--- src/hw/rtl/tdcs_pkg.sv ---
// Shared types, codes and constants for the tree depth chunk splitter.
package tdcs_pkg;

   // Depth field width and derived divider width
   localparam int DEPTH_W = 8;
   localparam int DIV_W = DEPTH_W + 1;

   // Default for the chunk count limit
   localparam int MAX_CHUNKS_DEF = 64;

   // Configuration register indexes
   localparam int CSR_IDX_W = 2;
   localparam logic [CSR_IDX_W-1:0] CSR_CHUNK_MAX = 2'd0;
   localparam logic [CSR_IDX_W-1:0] CSR_CHUNK_MIN = 2'd1;
   localparam logic [CSR_IDX_W-1:0] CSR_USE_MINIMUM = 2'd2;

   // Configuration reset values
   localparam logic [DEPTH_W-1:0] CHUNK_MAX_RST = 8'd8;
   localparam logic [DEPTH_W-1:0] CHUNK_MIN_RST = 8'd1;

   // Error codes on the result channel
   typedef enum logic [2:0] {
      ERR_NONE          = 3'd0,
      ERR_MAX_ZERO      = 3'd1,
      ERR_MIN_ZERO      = 3'd2,
      ERR_MIN_ABOVE_MAX = 3'd3,
      ERR_TOO_MANY      = 3'd4
   } err_type;

   // Divider operand selection
   typedef enum logic [1:0] {
      DIV_COUNT,
      DIV_SPLIT,
      DIV_REST
   } div_sel_type;

   // Controller states
   typedef enum logic [2:0] {
      S_IDLE,
      S_START,
      S_COUNT,
      S_SPLIT_GO,
      S_SPLIT,
      S_REST_GO,
      S_REST,
      S_EMIT
   } ctrl_state_type;

   // Commands from controller to datapath
   typedef struct packed {
      logic        accept;
      logic        div_start;
      div_sel_type div_sel;
      logic        load_count;
      logic        load_split;
      logic        load_rest;
      logic        emit;
   } dp_cmd_type;

   // Status from datapath to controller
   typedef struct packed {
      logic single;
      logic div_done;
      logic too_many;
      logic use_min;
      logic out_free;
      logic last;
   } dp_status_type;

endpackage

--- src/hw/rtl/tdcs_div.sv ---
// Iterative restoring divider, one quotient bit per cycle.
module tdcs_div import tdcs_pkg::*; #(
   parameter int W = DIV_W
) (
   input  logic         clock,
   input  logic         reset,
   input  logic         start,
   input  logic [W-1:0] dividend,
   input  logic [W-1:0] divisor,
   output logic         done,
   output logic [W-1:0] quotient,
   output logic [W-1:0] remainder
);

   localparam int CW = (W > 1) ? $clog2(W) : 1;

   logic          busy_ff, busy_in;
   logic          done_ff, done_in;
   logic [CW-1:0] cnt_ff, cnt_in;
   logic [W-1:0]  dvd_ff, dvd_in;
   logic [W-1:0]  rem_ff, rem_in;
   logic [W-1:0]  dsr_ff, dsr_in;
   logic [W:0]    shifted;
   logic [W:0]    diff;

   // One restoring step: shift in the next dividend bit, try subtract
   always_comb begin
      shifted = {rem_ff, dvd_ff[W-1]};
      diff    = shifted - {1'b0, dsr_ff};
      busy_in = busy_ff;
      done_in = 1'b0;
      cnt_in  = cnt_ff;
      dvd_in  = dvd_ff;
      rem_in  = rem_ff;
      dsr_in  = dsr_ff;
      if (start) begin
         busy_in = 1'b1;
         cnt_in  = CW'(W - 1);
         dvd_in  = dividend;
         rem_in  = '0;
         dsr_in  = divisor;
      end else if (busy_ff) begin
         if (diff[W]) begin
            rem_in = shifted[W-1:0];
            dvd_in = {dvd_ff[W-2:0], 1'b0};
         end else begin
            rem_in = diff[W-1:0];
            dvd_in = {dvd_ff[W-2:0], 1'b1};
         end
         cnt_in = cnt_ff - 1'b1;
         if (cnt_ff == '0) begin
            busy_in = 1'b0;
            done_in = 1'b1;
         end
      end
   end

   // Hold control state under reset
   always_ff @(posedge clock) begin
      if (reset) begin
         busy_ff <= 1'b0;
         done_ff <= 1'b0;
         cnt_ff  <= '0;
      end else begin
         busy_ff <= busy_in;
         done_ff <= done_in;
         cnt_ff  <= cnt_in;
      end
   end

   // Operand and partial result registers
   always_ff @(posedge clock) begin
      dvd_ff <= dvd_in;
      rem_ff <= rem_in;
      dsr_ff <= dsr_in;
   end

   assign done      = done_ff;
   assign quotient  = dvd_ff;
   assign remainder = rem_ff;

endmodule

--- src/hw/rtl/tdcs_datapath.sv ---
// Datapath: configuration, item registers, divider, chunk value and result register.
module tdcs_datapath import tdcs_pkg::*; #(
   parameter int MAX_CHUNKS = MAX_CHUNKS_DEF
) (
   input  logic                 clock,
   input  logic                 reset,
   input  dp_cmd_type           cmd,
   output dp_status_type        status,
   input  logic                 csr_wr_en,
   input  logic [CSR_IDX_W-1:0] csr_index,
   input  logic [DEPTH_W-1:0]   csr_wdata,
   input  logic [DEPTH_W-1:0]   req_tree_depth,
   output logic                 rsp_valid,
   input  logic                 rsp_stall,
   output logic [DEPTH_W-1:0]   rsp_chunk_depth,
   output logic                 rsp_last_chunk,
   output logic [2:0]           rsp_error
);

   localparam int CNT_W = $clog2(MAX_CHUNKS + 1);

   logic [DEPTH_W-1:0] chunk_max_ff;
   logic [DEPTH_W-1:0] chunk_min_ff;
   logic               use_min_ff;

   logic [DEPTH_W-1:0] depth_ff;
   err_type            err_ff;
   logic               single_ff;
   logic [CNT_W-1:0]   num_ff;
   logic [CNT_W-1:0]   idx_ff;
   logic [DEPTH_W-1:0] q_ff;
   logic [CNT_W-1:0]   r_ff;
   logic [DEPTH_W-1:0] c0_ff;

   logic               rsp_valid_ff;
   logic [DEPTH_W-1:0] rsp_depth_ff;
   logic               rsp_last_ff;
   err_type            rsp_err_ff;

   err_type            in_err;
   logic [DIV_W-1:0]   div_dvd;
   logic [DIV_W-1:0]   div_dsr;
   logic               div_done;
   logic [DIV_W-1:0]   div_quot;
   logic [DIV_W-1:0]   div_rem;
   logic [DEPTH_W-1:0] ceil_q;
   logic [DEPTH_W-1:0] c0_val;
   logic [DEPTH_W-1:0] chunk_val;
   logic               last_val;
   logic               out_free;

   // Configuration writes
   always_ff @(posedge clock) begin
      if (reset) begin
         chunk_max_ff <= CHUNK_MAX_RST;
         chunk_min_ff <= CHUNK_MIN_RST;
         use_min_ff   <= 1'b0;
      end else if (csr_wr_en) begin
         unique case (csr_index)
            CSR_CHUNK_MAX:   chunk_max_ff <= csr_wdata;
            CSR_CHUNK_MIN:   chunk_min_ff <= csr_wdata;
            CSR_USE_MINIMUM: use_min_ff   <= csr_wdata[0];
            default: ;
         endcase
      end
   end

   // Settings check, in priority order
   always_comb begin
      priority if (chunk_max_ff == '0) begin
         in_err = ERR_MAX_ZERO;
      end else if (use_min_ff && chunk_min_ff == '0) begin
         in_err = ERR_MIN_ZERO;
      end else if (use_min_ff && chunk_min_ff > chunk_max_ff) begin
         in_err = ERR_MIN_ABOVE_MAX;
      end else begin
         in_err = ERR_NONE;
      end
   end

   // Divider operands: chunk count, even split, split of the rest after chunk zero
   always_comb begin
      unique case (cmd.div_sel)
         DIV_COUNT: begin
            div_dvd = {1'b0, depth_ff} + {1'b0, chunk_max_ff} - DIV_W'(1);
            div_dsr = {1'b0, chunk_max_ff};
         end
         DIV_SPLIT: begin
            div_dvd = {1'b0, depth_ff};
            div_dsr = DIV_W'(num_ff);
         end
         DIV_REST: begin
            div_dvd = {1'b0, depth_ff - c0_ff};
            div_dsr = DIV_W'(num_ff - CNT_W'(1));
         end
         default: begin
            div_dvd = '0;
            div_dsr = '0;
         end
      endcase
   end

   tdcs_div #(
      .W(DIV_W)
   ) u_div (
      .clock     (clock),
      .reset     (reset),
      .start     (cmd.div_start),
      .dividend  (div_dvd),
      .divisor   (div_dsr),
      .done      (div_done),
      .quotient  (div_quot),
      .remainder (div_rem)
   );

   // First chunk in minimum mode: ceiling, clamped to the configured range
   always_comb begin
      ceil_q = div_quot[DEPTH_W-1:0] + DEPTH_W'(div_rem != '0);
      c0_val = ceil_q;
      if (c0_val < chunk_min_ff) begin
         c0_val = chunk_min_ff;
      end
      if (c0_val > chunk_max_ff) begin
         c0_val = chunk_max_ff;
      end
   end

   // Item registers
   always_ff @(posedge clock) begin
      if (cmd.accept) begin
         depth_ff  <= req_tree_depth;
         err_ff    <= in_err;
         single_ff <= (in_err != ERR_NONE) || (req_tree_depth <= chunk_max_ff);
      end
      if (cmd.load_count) begin
         num_ff <= CNT_W'(div_quot);
         if (div_quot > DIV_W'(MAX_CHUNKS)) begin
            err_ff    <= ERR_TOO_MANY;
            single_ff <= 1'b1;
         end
      end
      if (cmd.load_split) begin
         q_ff   <= div_quot[DEPTH_W-1:0];
         r_ff   <= CNT_W'(div_rem);
         c0_ff  <= c0_val;
         idx_ff <= '0;
      end
      if (cmd.load_rest) begin
         q_ff <= div_quot[DEPTH_W-1:0];
         r_ff <= CNT_W'(div_rem);
      end
      if (cmd.emit) begin
         idx_ff <= idx_ff + CNT_W'(1);
      end
   end

   // Current chunk value and last flag
   always_comb begin
      priority if (err_ff != ERR_NONE) begin
         chunk_val = '0;
      end else if (single_ff) begin
         chunk_val = depth_ff;
      end else if (use_min_ff) begin
         if (idx_ff == '0) begin
            chunk_val = c0_ff;
         end else begin
            chunk_val = q_ff + DEPTH_W'(idx_ff <= r_ff);
         end
      end else begin
         chunk_val = q_ff + DEPTH_W'(idx_ff < r_ff);
      end
      last_val = single_ff || (idx_ff == num_ff - CNT_W'(1));
   end

   // Result register: load on emit, drop after transfer
   assign out_free = !rsp_valid_ff || !rsp_stall;

   always_ff @(posedge clock) begin
      if (reset) begin
         rsp_valid_ff <= 1'b0;
      end else if (cmd.emit) begin
         rsp_valid_ff <= 1'b1;
      end else if (!rsp_stall) begin
         rsp_valid_ff <= 1'b0;
      end
   end

   always_ff @(posedge clock) begin
      if (cmd.emit) begin
         rsp_depth_ff <= chunk_val;
         rsp_last_ff  <= last_val;
         rsp_err_ff   <= err_ff;
      end
   end

   assign status.single   = single_ff;
   assign status.div_done = div_done;
   assign status.too_many = div_quot > DIV_W'(MAX_CHUNKS);
   assign status.use_min  = use_min_ff;
   assign status.out_free = out_free;
   assign status.last     = last_val;

   assign rsp_valid       = rsp_valid_ff;
   assign rsp_chunk_depth = rsp_depth_ff;
   assign rsp_last_chunk  = rsp_last_ff;
   assign rsp_error       = rsp_err_ff;

endmodule

--- src/hw/rtl/tdcs_ctrl.sv ---
// Controller state machine: sequences the divisions and the chunk transfers.
module tdcs_ctrl import tdcs_pkg::*; (
   input  logic          clock,
   input  logic          reset,
   input  logic          req_valid,
   output logic          req_stall,
   output dp_cmd_type    cmd,
   input  dp_status_type status
);

   ctrl_state_type state_ff, state_in;

   // State register
   always_ff @(posedge clock) begin
      if (reset) begin
         state_ff <= S_IDLE;
      end else begin
         state_ff <= state_in;
      end
   end

   // Next state and commands
   always_comb begin
      state_in  = state_ff;
      cmd       = '0;
      cmd.div_sel = DIV_COUNT;
      req_stall = 1'b1;
      unique case (state_ff)
         S_IDLE: begin
            req_stall = 1'b0;
            if (req_valid) begin
               cmd.accept = 1'b1;
               state_in   = S_START;
            end
         end
         S_START: begin
            if (status.single) begin
               state_in = S_EMIT;
            end else begin
               cmd.div_start = 1'b1;
               cmd.div_sel   = DIV_COUNT;
               state_in      = S_COUNT;
            end
         end
         S_COUNT: begin
            if (status.div_done) begin
               cmd.load_count = 1'b1;
               state_in = status.too_many ? S_EMIT : S_SPLIT_GO;
            end
         end
         S_SPLIT_GO: begin
            cmd.div_start = 1'b1;
            cmd.div_sel   = DIV_SPLIT;
            state_in      = S_SPLIT;
         end
         S_SPLIT: begin
            cmd.div_sel = DIV_SPLIT;
            if (status.div_done) begin
               cmd.load_split = 1'b1;
               state_in = status.use_min ? S_REST_GO : S_EMIT;
            end
         end
         S_REST_GO: begin
            cmd.div_start = 1'b1;
            cmd.div_sel   = DIV_REST;
            state_in      = S_REST;
         end
         S_REST: begin
            cmd.div_sel = DIV_REST;
            if (status.div_done) begin
               cmd.load_rest = 1'b1;
               state_in      = S_EMIT;
            end
         end
         S_EMIT: begin
            if (status.out_free) begin
               cmd.emit = 1'b1;
               if (status.last) begin
                  state_in = S_IDLE;
               end
            end
         end
         default: begin
            state_in = S_IDLE;
         end
      endcase
   end

endmodule

--- src/hw/rtl/tree_depth_chunk_splitter_unit.sv ---
// Top level of the tree depth chunk splitter.
//
// Request channel (req_valid, req_stall, req_tree_depth) takes one tree depth
// per transfer. Result channel (rsp_valid, rsp_stall, rsp_chunk_depth,
// rsp_last_chunk, rsp_error) returns one transfer per chunk, rsp_last_chunk
// set on the final one; a bad setting or an overlong run gives a single
// transfer with the error code and a zero depth.
// The csr_ port writes the chunk maximum (index 0), the chunk minimum (1) and
// use_minimum (2); the user must write them only while the block is idle, and
// the block itself does not enforce it. Registers reset to 8, 1 and 0.
// A depth that fits in one chunk, or a settings error, needs no division; an
// overlong run is found by the first one. Otherwise the one shared bit-serial
// divider runs twice in plain mode and three times in minimum mode, and the
// chunks then follow one per cycle while the result channel does not stall.
// One item is worked at a time; the next request is taken in the cycle after
// the last chunk is loaded in the result register, while it still waits.
// A stall on the result channel holds the result register and pauses chunk
// output. Reset is synchronous and returns the block to idle with no result.
module tree_depth_chunk_splitter_unit import tdcs_pkg::*; #(
   parameter int MAX_CHUNKS = MAX_CHUNKS_DEF
) (
   input  logic                 clock,
   input  logic                 reset,
   input  logic                 req_valid,
   output logic                 req_stall,
   input  logic [DEPTH_W-1:0]   req_tree_depth,
   output logic                 rsp_valid,
   input  logic                 rsp_stall,
   output logic [DEPTH_W-1:0]   rsp_chunk_depth,
   output logic                 rsp_last_chunk,
   output logic [2:0]           rsp_error,
   input  logic                 csr_wr_en,
   input  logic [CSR_IDX_W-1:0] csr_index,
   input  logic [DEPTH_W-1:0]   csr_wdata
);

   dp_cmd_type    cmd;
   dp_status_type status;

   tdcs_ctrl u_ctrl (
      .clock     (clock),
      .reset     (reset),
      .req_valid (req_valid),
      .req_stall (req_stall),
      .cmd       (cmd),
      .status    (status)
   );

   tdcs_datapath #(
      .MAX_CHUNKS(MAX_CHUNKS)
   ) u_datapath (
      .clock           (clock),
      .reset           (reset),
      .cmd             (cmd),
      .status          (status),
      .csr_wr_en       (csr_wr_en),
      .csr_index       (csr_index),
      .csr_wdata       (csr_wdata),
      .req_tree_depth  (req_tree_depth),
      .rsp_valid       (rsp_valid),
      .rsp_stall       (rsp_stall),
      .rsp_chunk_depth (rsp_chunk_depth),
      .rsp_last_chunk  (rsp_last_chunk),
      .rsp_error       (rsp_error)
   );

endmodule

--- config.mk ---
export PLATFORM = sky130hd
export DESIGN_NAME = tree_depth_chunk_splitter_unit
export DESIGN_NICKNAME = d
export VERILOG_FILES = /design/src/hw/rtl/tdcs_pkg.sv /design/src/hw/rtl/tdcs_div.sv /design/src/hw/rtl/tdcs_datapath.sv /design/src/hw/rtl/tdcs_ctrl.sv /design/src/hw/rtl/tree_depth_chunk_splitter_unit.sv
export SDC_FILE = /design/constraint.sdc
export NUM_CORES = 1
export LEC_CHECK = 0
export ABC_AREA = 1
export BUFFER_PORTS_ARGS = -buffer_cell sky130_fd_sc_hd__buf_2
export CORE_MARGIN = 2
export CORE_UTILIZATION = 40
export CTS_CLUSTER_DIAMETER = 200
export DETAILED_ROUTE_END_ITERATION = 7
export PLACE_DENSITY = 0.69
export SLEW_MARGIN = 40
export SYNTH_ARGS = -nofsm -noshare
export SYNTH_HDL_FRONTEND = slang
export SYNTH_SLANG_ARGS = --single-unit
--- constraint.sdc ---
create_clock -name clock -period 3.96 [get_ports clock]
set_clock_uncertainty 0.15 [all_clocks]
set_input_delay 0.792 -clock clock [delete_from_list [all_inputs] [get_ports clock]]
set_output_delay 0.792 -clock clock [all_outputs]
set_load 0.01 [all_outputs]
# Yosys cells after proc, flatten, opt, wreduce, memory -nomap -nowiden
# Index checks and enable logic that the tools add are counted.
# totals
register_bits,115
inputBits,23
out_inout_bits,14
wordCells,146
# op_classes
n_addsub,11
n_lt_le_gt_ge,7
n_eq_ne,19
n_mux,56
n_bitwise,1
n_reduce_logical,29
# op_table
op,n
$mux 8,7
$pmux 9 s3,2
$mux 3,14
$mux 7,4
$mux 9,3
$add 8x1->8,3
$pmux 3 s8,1
$mux 1,19
$gt 8x8->1,2
$logic_not 8->1,2
$eq 3x3->1 const B,4
$ne 2x1->1 const B,6
$sub 10x9->10,1
$add 8x8->9,1
$gt 9x7->1 const B,1
$reduce_bool 9->1,1
$sub 9x1->9 const B,1
$le 8x8->1,1
$lt 8x8->1,1
$mux 4,2
$reduce_or 2->1,4
$sub 7x1->8 const B,1
$sub 8x8->8,1
$add 7x1->7 const B,1
other kinds (26),40

# Logic depth before layout (Yosys ltp)
# Gate-level depths: netlist (run 1).
# logic_depth
ltp_word,10
depth_mapped,26

# By module
# A second synthesis (run 1) with hierarchy kept.
# hier_totals
hier_cells,1068
area_unflattened_um2,8276.7
# by_module_without_submodules
module,n_inst,cells_per_inst,area_each_um2,seq_area_each_um2
tdcs_datapath,1,765,5958.2,2152.1
tdcs_div,1,247,1980.6,840.8
tdcs_ctrl,1,56,337.8,60.1

# Worst setup path before layout (run 1)
# OpenSTA, ideal clock, no wires.
# synth_path
path_kind,reg-to-reg
from,register u_datapath.u_div.rem_ff[0] (netlist: u_datapath.u_div.remainder[0])
to,register u_datapath.c0_ff[3] (data pin)
setup_time_ns,0.264
arrival_time_ns,3.499
required_time_ns,3.546
path_slack_ns,0.048
stages_incl_launch_ff,24
n_path_buf,2
period_less_slack_ns,3.912
cell_sequence,dfxtp_1 nor4_1 nand3_1 ha_1 nand3_1 nand3b_1 nor2_1 nand2_1 xor2_1 ha_1 nand2_1 inv_1 nand4_2 o211ai_4 buf_6 nand2_1 o21ai_2 ha_1 nand2_1 nor2_1 nand3_1 o21ai_1 buf_2 o21ai_0
# synth_between
elab_chain_len,6
# synth_lines
element,line,source
"start, declared",tdcs_div.sv:21,"logic [W-1:0] rem_ff, rem_in;"
"start signal, assigned",tdcs_div.sv:74,rem_ff <= rem_in;
$reduce_bool 9->1 *,tdcs_datapath.sv:118,ceil_q = div_quot[DEPTH_W-1:0] + DEPTH_W'(div_rem != '0);
$add 8x1->8 *,tdcs_datapath.sv:118,
$lt 8x8->1,tdcs_datapath.sv:120,if (c0_val < chunk_min_ff) begin
$mux 8 *,tdcs_datapath.sv:120,
$gt 8x8->1,tdcs_datapath.sv:123,if (c0_val > chunk_max_ff) begin
$mux 8 *,tdcs_datapath.sv:123,
via u_datapath.c0_val[3],tdcs_datapath.sv:47,logic [DEPTH_W-1:0] c0_val;
"end signal, assigned",tdcs_datapath.sv:145,c0_ff <= c0_val;
"end, declared",tdcs_datapath.sv:33,logic [DEPTH_W-1:0] c0_ff;
# The timed path passes the listed nets; every way through them passes the cells marked *.
# A chain may end at the register's enable or synchronous reset.

# Worst setup path in the final report (run 1)
# layout_path
from,register u_datapath.u_div.rem_ff[3] (netlist: u_datapath.u_div.remainder[3])
to,register u_datapath.c0_ff[0] (data pin)
# The elaborated chain is that of the path after synthesis.

==> results.yml, run 1 <==
final_layout:
  nets: 1088
  fillers: 1785
  drive_above_1_share: 0.182
  area_growth_pct: 18.9
  antenna_cells: 0
global_route:
  grt_max_degree: 27
  antenna_found_initial: 0
  grt_pass1_vias: 6248
  grt_use_total: 0.209
  grt_pass1_wl_mm: 32.5
  gr-total-overflow: 0
sta:
  hold_viol: 0
  slew_headroom: 0.488
  fin_crit_sh: 0.988
  rsz0062_at_grt: "true"
  finalSetupViolCount: 0
  min_period_ns: 3.91
  fin_ws_ns: 0.0460
  tightestPinTransition_ns: 0.767
  fmax_ghz: 0.255
  drv_slew: 0
  hold_ws_ns: 0.308
synth:
  synth_edf_count: 75
  syn_avg_cell_area_um2: 8.50
  synth-async-reset-ratio: 0
  ys_seq_area_frac: 0.394
  syn_inst: 912
  synth-main-ff-cell: "edfxtp_1"
  synth_warnings: 0
  synth_top_area_share: 0.291
  syn-num-nets: 1017
  ys_top_cells_by_area: "edfxtp_1 29%, ha_1 13%, dfxtp_1 10%, inv_1 7.1%, nand2_1 7.1%"
  yosys_register_bits: 115
  netlist_area_um2: 7750
  ys_types: 53
  yosys.area.top_type: "edfxtp_1"
power:
  vdd_drop_max_mv: 0.457
  leakage_nw: 4.03
  p_per_area_nw_per_um2: 778
critical_path:
  cp.arrival_ns: 4.02
  worstSetupStartpointType: "flip-flop"
  endpoint_kind: "flip-flop"
  critPathMaxFanout: 8
  critPathKind: "flip-flop to flip-flop"
  critical_path_required_ns: 4.06
worst_hold_path:
  hold_class: "flip-flop to flip-flop"
cts:
  clk_pin_slew_worst_paths_ns: 0.05
  root_buffer: "clkbuf_16"
  cts_buffers: 17
  h-tree-depth: 4
  insertion_delay_ns: 0.42
  cts_tree: "done"
  hold_buffers: 0
  cts_buffer_depth: 2
  clkSinkCount: 115
floorplanning:
  core_um2: 18800
  io_pins: 37
  start_util: 0.412
  die_h_um: 143
  std_cell_rows: 50
  die_area_um2: 20500
  die_x_um: 143
placement:
  hpwl_mm: 15.6
  place_ws_ns: -0.108
  routabilityCongestion: 0.916
  port_buffers: 36
route:
  routed_wl_mm: 20.8
  wl_per_cell_um: 16.5
  drt_first_pass_iters: 5
  drt_iter0_drc: 423
  vias: 6561
  drc: 0
  viasPerCell: 5.22
  ant_nets: 0
job:
  maxCapViolations: 0
status:
  status: "completed"
==> timing repair <==
item	4_1_cts	5_1_grt
endpoints found under the setup margin	8	8
gates cloned	1	1
endpoints found under the hold margin	0	0
pin swaps	6	20
resized for setup	9	45
buffers inserted	2	2
==> stage by stage <==
step / area, um2 / utilization / setup TNS [ns] / power [W] / cells
2_1_floorplan: 7750 / - / 0 / 0.00415 / 912
3_3_place_gp: 8360 / 0.444 / -0.178 / 0.00496 / 1218
4_1_cts: 9010 / 0.478 / 0 / 0.00666 / 1253
6_report: 9210 / 0.489 / 0 / 0.00717 / 1256
3_5_place_dp: 8360 / 0.444 / -0.701 / 0.00502 / 1218
5_1_grt: 9210 / 0.489 / -1.07 / 0.00766 / 1256
==> cell usage after synthesis (all sizes together), types with 7 or more instances <==
library cell    n
inv           155
nand2         152
a21oi          84
ha             79
edfxtp         75
o21ai          74
nor2           56
nand3          51
dfxtp          40
xor2           21
nor3           18
o211ai         16
nand4          15
buf            10
o221ai          9
a221oi          7
nor4            7
xnor2           7
==> state kept, by name (all words and copies together) (netlist names) <==
signal,flops
u_datapath.u_div.dsr_ff,9
u_datapath.u_div.done,1
u_datapath.rsp_chunk_depth,8
u_datapath.rsp_last_chunk,1
u_datapath.q_ff,8
u_datapath.single_ff,1
u_datapath.u_div.quotient,9
u_datapath.chunk_min_ff,8
u_datapath.c0_ff,8
u_datapath.rsp_valid,1
u_datapath.err_ff,3
u_datapath.rsp_error,3
u_datapath.use_min_ff,1
u_datapath.r_ff,7
u_datapath.depth_ff,8
u_datapath.chunk_max_ff,8
u_datapath.u_div.remainder,9
u_datapath.idx_ff,7
u_datapath.num_ff,7
u_datapath.u_div.busy_ff,1
u_datapath.u_div.cnt_ff,4
u_ctrl.state_ff,3
==> cell usage in the layout, fill, tap and decap left out, types with 13 or more instances in the layout <==
cell type  netlist  final
buf_2            5     36
o21ai_0         55     50
buf_4            2     28
nand3_1         47     44
nor2_1          46     45
nand2_1        146    140
a21oi_1         81     77
xor2_1          21     19
edfxtp_1        75     75
nand4_1         13     13
dfxtp_1         40     35
ha_1            79     73
nor3_1          16     15
clkbuf_16        0     17
inv_1          147    146
==> power by group <==
part | switching [W] | internal (W)
clock network | 0.000531 | 0.000974
registers | 0.000260 | 0.00167
logic | 0.00224 | 0.00150
total | 0.00303 | 0.00414
==> area by class of cell <==
class	instances	area [um2]	share of cell area
inverters	155	584	0.0634
repair buffers	67	424	0.0460
clock buffers	19	433	0.0470
flip-flops and latches	115	3060	0.332
clock inverters	13	141	0.0153
well taps	260	325	0.0353
multi-input cells	627	4250	0.461
==> layer usage <==
| layer | track usage | vias to the layer above | wire length, um |
|---|---|---|---|
| met2 | 0.323 | 228 | 9270 |
| met1 | 0.280 | 2984 | 9260 |
| met5 | 0 | - | 0 |
| met3 | 0.0520 | 44 | 1630 |
| li1 | - | 3305 | - |
| met4 | 0.0870 | 0 | 610 |
==> critical path, cell delays in order (launching register included) <==
cell	delay, ns
dfxtp_2	0.34
nor4_4	0.28
nand3_2	0.15
ha_4	0.21
nand3_2	0.08
nand3b_1	0.15
nor2_1	0.07
nand2_1	0.10
xor2_2	0.23
ha_4	0.26
nand2_4	0.10
inv_2	0.05
nand4_4	0.08
o211ai_4	0.14
nand2_1	0.11
o21ai_2	0.07
ha_1	0.34
a21oi_2	0.16
o21ai_2	0.06
nand2_1	0.06
o211ai_1	0.09
o21ai_2	0.11
buf_6	0.17
nor2_2	0.04
a21oi_1	0.15
==> path summary, 6_finish.rpt <==
path                                              to                                        from  slack [ns]  cells past startpoint
min reg2reg  u_datapath.u_div.cnt_ff[1]$_SDFFE_PP0P_     u_datapath.u_div.cnt_ff[1]$_SDFFE_PP0P_        0.31                      2
min          u_datapath.u_div.cnt_ff[1]$_SDFFE_PP0P_     u_datapath.u_div.cnt_ff[1]$_SDFFE_PP0P_        0.31                      2
max reg2reg            u_datapath.c0_ff[0]$_DFFE_PP_  u_datapath.u_div.remainder[3]$_SDFFE_PP0P_        0.05                     24
max                    u_datapath.c0_ff[0]$_DFFE_PP_  u_datapath.u_div.remainder[3]$_SDFFE_PP0P_        0.05                     24
==> cells by family after synthesis <==
kind of cell | share of synthesized area
xor gates and xnor gates | 0.0316
adders and majority gates | 0.135
and+or+nand+nor | 0.187
DFF | 0.394
AOI/OAI and AO/OA | 0.164
buffers and inverters | 0.0878
(Power assumes the default switching activity.)
==> run 2, diff against run 1 <==
Settings changed: CORE_MARGIN 2 to default, TNS_END_PERCENT from default to 10.
==> run 2 against run 1 <==
  * The run now ends with negative setup slack left
  * Wire length unchanged
  * Sequential share of layout area shrank 0.30 points
  * Total power rose by 1.8%
  * Non-clock buffer count rose by 5
  * Largest power group unchanged
==> results.yml, run 2 (same netlist as run 1, synthesis figures left out) <==
status:
  status: "complete, but fails checks"
  violations: "negative setup slack"
placement:
  port_buffers: 36
  placed_cells: 1223
  hpwl_mm: 15.5
  place_area_um2: 8400
  place_ws_ns: -0.196
  routabilityCongestion: 0.910
final_layout:
  final_cell_mix: "146 x inv_1, 138 x nand2_1, 76 x a21oi_1"
  drive_above_1_share: 0.186
  antenna_cells: 0
  area_growth_pct: 19.8
  nets: 1093
  fin_cells: 1261
  final_common_cell: "inv_1"
  final_area_um2: 9290
critical_path:
  cp.arrival_ns: 4.01
  critical_path_required_ns: 3.98
  critPathMaxFanout: 8
  endpoint_kind: "flip-flop"
  critPathKind: "flip-flop to flip-flop"
  worstSetupStartpointType: "flip-flop"
sta:
  rsz0062_at_grt: "true"
  hold_viol: 0
  drv_slew: 0
  min_period_ns: 3.99
  tightestPinTransition_ns: 0.735
  fin_crit_sh: 1.01
  finalSetupViolCount: 7
  slew_headroom: 0.509
  fin_ws_ns: -0.0309
  fmax_ghz: 0.251
cts:
  root_buffer: "clkbuf_16"
  cts_tree: "done"
  cts_buffers: 17
  hold_buffers: 0
  clk_pin_slew_worst_paths_ns: 0.05
  cts_buffer_depth: 2
  h-tree-depth: 4
  clkSinkCount: 115
  insertion_delay_ns: 0.42
power:
  p_per_area_nw_per_um2: 786
  leakage_nw: 4.07
  vdd_drop_max_mv: 0.433
global_route:
  gr-total-overflow: 0
  grt_pass1_wl_mm: 32.3
  grt_use_total: 0.214
  grt_max_degree: 27
  grt_pass1_vias: 6369
  antenna_found_initial: 0
route:
  wl_per_cell_um: 16.5
  drt_first_pass_iters: 5
  drc: 0
  ant_nets: 0
  viasPerCell: 5.32
  drt_iter0_drc: 451
  vias: 6705
  routed_wl_mm: 20.8
worst_hold_path:
  hold_class: "flip-flop to flip-flop"
floorplanning:
  die_x_um: 141
  start_util: 0.412
  core_um2: 18800
  die_area_um2: 19900
  std_cell_rows: 50
  die_h_um: 141
  io_pins: 37
job:
  maxCapViolations: 0
[run 2: changes by cell type in the layout (fill, tap and decap cells not counted), sizes merged]
| cell | before | now |
|---|---|---|
| clkbuf | 19 | 27 |
| bufinv | 3 | 1 |
| clkinv | 8 | 2 |
| buf | 67 | 72 |
| clkinvlp | 2 | 0 |
| inv | 155 | 157 |
[run 2: layout make-up]
cell class                      count  area (um2)
Sequential cell                   115        3060
Timing Repair Buffer               72         462
Fill cell                        1772        9550
Clock inverter                      5        56.3
Multi-Input combinational cell    627        4250
Clock buffer                       27         557
Tap cell                          260         325
Inverter                          155         584
[run 2: per-stage QoR]
step	utilization	power [W]	hold WS, ns	TNS, ns
2_1_floorplan	-	0.00415	0.276	0
3_3_place_gp	0.446	0.00501	0.300	-0.566
3_5_place_dp	0.446	0.00506	0.296	-1.39
4_1_cts	0.485	0.00686	0.311	0
5_1_grt	0.493	0.00776	0.335	-1.53
6_report	0.493	0.00730	0.311	-0.0833
[run 2: final timing paths]
| kind | startpoint | endpoint | slack, ns | depth (start not counted) |
|---|---|---|---|---|
| setup / recovery | u_datapath.u_div.remainder[0]$_SDFFE_PP0P_ | u_datapath.c0_ff[0]$_DFFE_PP_ | -0.03 | 24 |
| hold / removal | u_datapath.u_div.cnt_ff[1]$_SDFFE_PP0P_ | u_datapath.u_div.cnt_ff[1]$_SDFFE_PP0P_ | 0.31 | 2 |
| setup reg to reg | u_datapath.u_div.remainder[0]$_SDFFE_PP0P_ | u_datapath.c0_ff[0]$_DFFE_PP_ | -0.03 | 24 |
| hold reg to reg | u_datapath.u_div.cnt_ff[1]$_SDFFE_PP0P_ | u_datapath.u_div.cnt_ff[1]$_SDFFE_PP0P_ | 0.31 | 2 |
[run 2: repair_timing]
item | CTS | global route
pin swaps | 13 | 20
gates resized for setup | 20 | 30
setup endpoints to repair | 8 | 8
setup buffers | 1 | 3
gates cloned | 2 | 0
[run 2: per-layer routing]
metal / track usage / vias to the layer above / wire, um
li1: - / 3308 / -
met1: 0.279 / 3107 / 9290
met2: 0.337 / 240 / 9290
met3: 0.0506 / 50 / 1540
met4: 0.0967 / 0 / 647
met5: 0 / - / 0
[run 2: worst max-delay path, cell delays in order (launching register included)]
cell and delay [ns]:
dfxtp_2 0.33, nor4_4 0.28, nand3_2 0.16, ha_4 0.20
nand3_2 0.08, nand3b_1 0.14, nor2_1 0.06, nand2_1 0.07
xor2_1 0.09, ha_1 0.35, nand2_2 0.11, inv_2 0.08
nand4_4 0.11, o211ai_4 0.20, buf_6 0.15, o21ai_2 0.06
ha_1 0.30, nand2_1 0.09, nor2_2 0.13, nand2_1 0.07
o211ai_1 0.07, o21ai_1 0.11, buf_4 0.19, nor2_2 0.11
a21oi_2 0.04
[run 2: where the power goes]
part | leakage (nW) | total, W | switching (W) | internal, W
clock | 0.304 | 0.00157 | 0.000541 | 0.00103
sequential | 1.01 | 0.00191 | 0.000248 | 0.00166
combinational | 2.76 | 0.00382 | 0.00229 | 0.00153
==> run 3, diff against run 2 <==
Settings changed: ABC_AREA 1 to default.
==> run 3 against run 2 <==
  * First-iteration DRC count grew 21%
  * Sequential power is 7% lower
  * Hold slack got worse by 0.0020 ns
  * Final cell count down 5.8%
  * Critical path depth shrank 5
  * Count of clock-buffer cells in the layout is 4 lower
  * Combinational power is 17% lower
  * Largest power group unchanged
  * The flow still finishes with violations (negative setup slack)
  * Die area is 2.1% higher
  * Clock power about the same
==> results.yml, run 3 <==
sta:
  drv_slew: 0
  fin_ws_ns: -0.431
  fin_tns_setup_ns: -3.39
  fin_crit_sh: 1.11
  slew_headroom: 0.487
  hold_viol: 0
  tightestPinTransition_ns: 0.768
  min_period_ns: 4.39
  fmax_ghz: 0.228
  finalSetupViolCount: 8
  rsz0062_at_grt: "true"
  hold_ws_ns: 0.309
synth:
  syn_avg_cell_area_um2: 9.33
  synth_warnings: 0
  yosys.area.top_type: "edfxtp_1"
  ys_seq_area_frac: 0.386
  synth-main-ff-cell: "edfxtp_1"
  yosysMostFrequentCell: "inv_1"
  yosys_register_bits: 115
  ys_top_cells_by_area: "edfxtp_1 28%, ha_1 12%, dfxtp_1 10%, inv_1 3.9%, nor2_1 3.7%"
  syn-num-nets: 954
  synth.top_cells.by_count: "82 x inv_1, 79 x ha_1, 79 x nor2_1"
  netlist_area_um2: 7920
  syn_inst: 849
  ys_types: 63
  synth_top_area_share: 0.284
  synth_edf_count: 75
  synth-async-reset-ratio: 0
status:
  status: "complete, but fails checks"
  violations: "negative setup slack"
cts:
  cts_buffers: 17
  cts_tree: "done"
  h-tree-depth: 4
  root_buffer: "clkbuf_16"
  hold_buffers: 0
  insertion_delay_ns: 0.43
  cts_buffer_depth: 2
  clkSinkCount: 115
  clk_pin_slew_worst_paths_ns: 0.05
global_route:
  antenna_found_initial: 0
  grt.met3_usage: 0.0369
  grt_pass1_wl_mm: 32.9
  groute.layer.met2.usage: 0.336
  grt_pass1_vias: 6091
  gr-total-overflow: 0
  grt_use_total: 0.215
  grt_max_degree: 31
  busiest_layer: "met2"
  grtUsageMet1: 0.287
job:
  maxCapViolations: 0
final_layout:
  final_cell_mix: "82 x inv_1, 77 x nor2_1, 75 x edfxtp_1"
  fin_cells: 1188
  area_growth_pct: 19.9
  drive_above_1_share: 0.180
  antenna_cells: 0
  fillers: 1806
  final_common_cell: "inv_1"
  final_area_um2: 9490
  nets: 1015
placement:
  hpwl_mm: 15.7
  placed_cells: 1152
  place_area_um2: 8640
  place_ws_ns: -0.613
  port_buffers: 36
  routabilityCongestion: 0.902
power:
  p_per_area_nw_per_um2: 687
  leakage_nw: 3.97
  vdd_drop_max_mv: 0.457
critical_path:
  worstSetupStartpointType: "flip-flop"
  critPathKind: "flip-flop to flip-flop"
  rrSetupSlack_ns: -0.43
  cp.arrival_ns: 4.42
  endpoint_kind: "flip-flop"
  critPathMaxFanout: 8
  critical_path_required_ns: 3.99
floorplanning:
  core_um2: 19500
  die_x_um: 143
  start_util: 0.407
  die_h_um: 143
  io_pins: 37
  std_cell_rows: 51
  die_area_um2: 20400
route:
  drt_first_pass_iters: 7
  drc: 0
  routed_wl_mm: 21.3
  ant_nets: 0
  drt_iter0_drc: 547
  wl_per_cell_um: 17.9
  vias: 6565
  viasPerCell: 5.53
worst_hold_path:
  hold_class: "flip-flop to flip-flop"
## run 3: cell count changes in the layout (fill, tap and decap cells not counted), sizes merged, moves of 14 or more
cell and delta:
o21ai -28, inv -69, nor2 +23, xnor2 +27, mux2 +16, nand3 -27
mux2i +29, a21oi -27, a211oi +14, nand2 -93
## run 3: routing by layer
metal | wire [um] | up-vias
li1 | - | 3167
met1 | 9490 | 3136
met2 | 9850 | 219
met3 | 1340 | 43
met4 | 649 | 0
met5 | 0 | -
## run 3: final timing paths
path | start | to | depth (start not counted)
setup / recovery | u_datapath.u_div.remainder[3]$_SDFFE_PP0P_ | u_datapath.c0_ff[7]$_DFFE_PP_ | 19
hold / removal | u_datapath.err_ff[2]$_DFF_P_ | u_datapath.err_ff[2]$_DFF_P_ | 2
setup reg to reg | u_datapath.u_div.remainder[3]$_SDFFE_PP0P_ | u_datapath.c0_ff[7]$_DFFE_PP_ | 19
hold reg to reg | u_datapath.err_ff[2]$_DFF_P_ | u_datapath.err_ff[2]$_DFF_P_ | 2
## run 3: logic make-up after synthesis
| family | synth area share |
|---|---|
| fa+ha+maj | 0.139 |
| mux | 0.0594 |
| flops | 0.386 |
| xor+xnor | 0.0640 |
| compound gates | 0.150 |
| buf+inv | 0.0581 |
| simple gates | 0.144 |
## run 3: layout make-up
type | instances | area [um2] | area share
well taps | 265 | 332 | 0.0349
clock buffers | 23 | 532 | 0.0560
clock inverters | 9 | 83.8 | 0.00883
repair buffers | 80 | 518 | 0.0546
flip-flops and latches | 115 | 3060 | 0.322
multi-input cells | 614 | 4660 | 0.491
inverters | 82 | 308 | 0.0324
## run 3: worst max-delay path: stages, from the launching register on
cell	delay, ns
dfxtp_2	0.33
nor4_4	0.30
nand3_2	0.14
ha_4	0.20
and3_1	0.19
nand3_2	0.11
nor2_1	0.07
xor2_1	0.17
ha_2	0.24
a2111oi_4	0.38
a21oi_4	0.15
buf_6	0.15
mux2_4	0.32
ha_4	0.22
a21o_1	0.17
a21o_1	0.17
a21oi_2	0.11
o21ai_1	0.08
o21a_4	0.18
mux2_4	0.31
## run 3: timing repair
action	CTS	global route
pin swaps	17	10
resized for setup	24	15
setup buffers	3	1
endpoints found under the setup margin	8	8
gates cloned	0	0
## run 3: metrics by stage
stage                util  total power, W
finish              0.488         0.00652
global route        0.488         0.00688
CTS                 0.483         0.00634
detailed placement  0.444         0.00455
global placement    0.444         0.00450
floorplan               -         0.00373
## run 3: where the power goes
| group | switching [W] | total, W | internal, W |
|---|---|---|---|
| clock | 0.000579 | 0.00159 | 0.00101 |
| sequential | 0.000205 | 0.00178 | 0.00157 |
| combinational | 0.00165 | 0.00316 | 0.00151 |
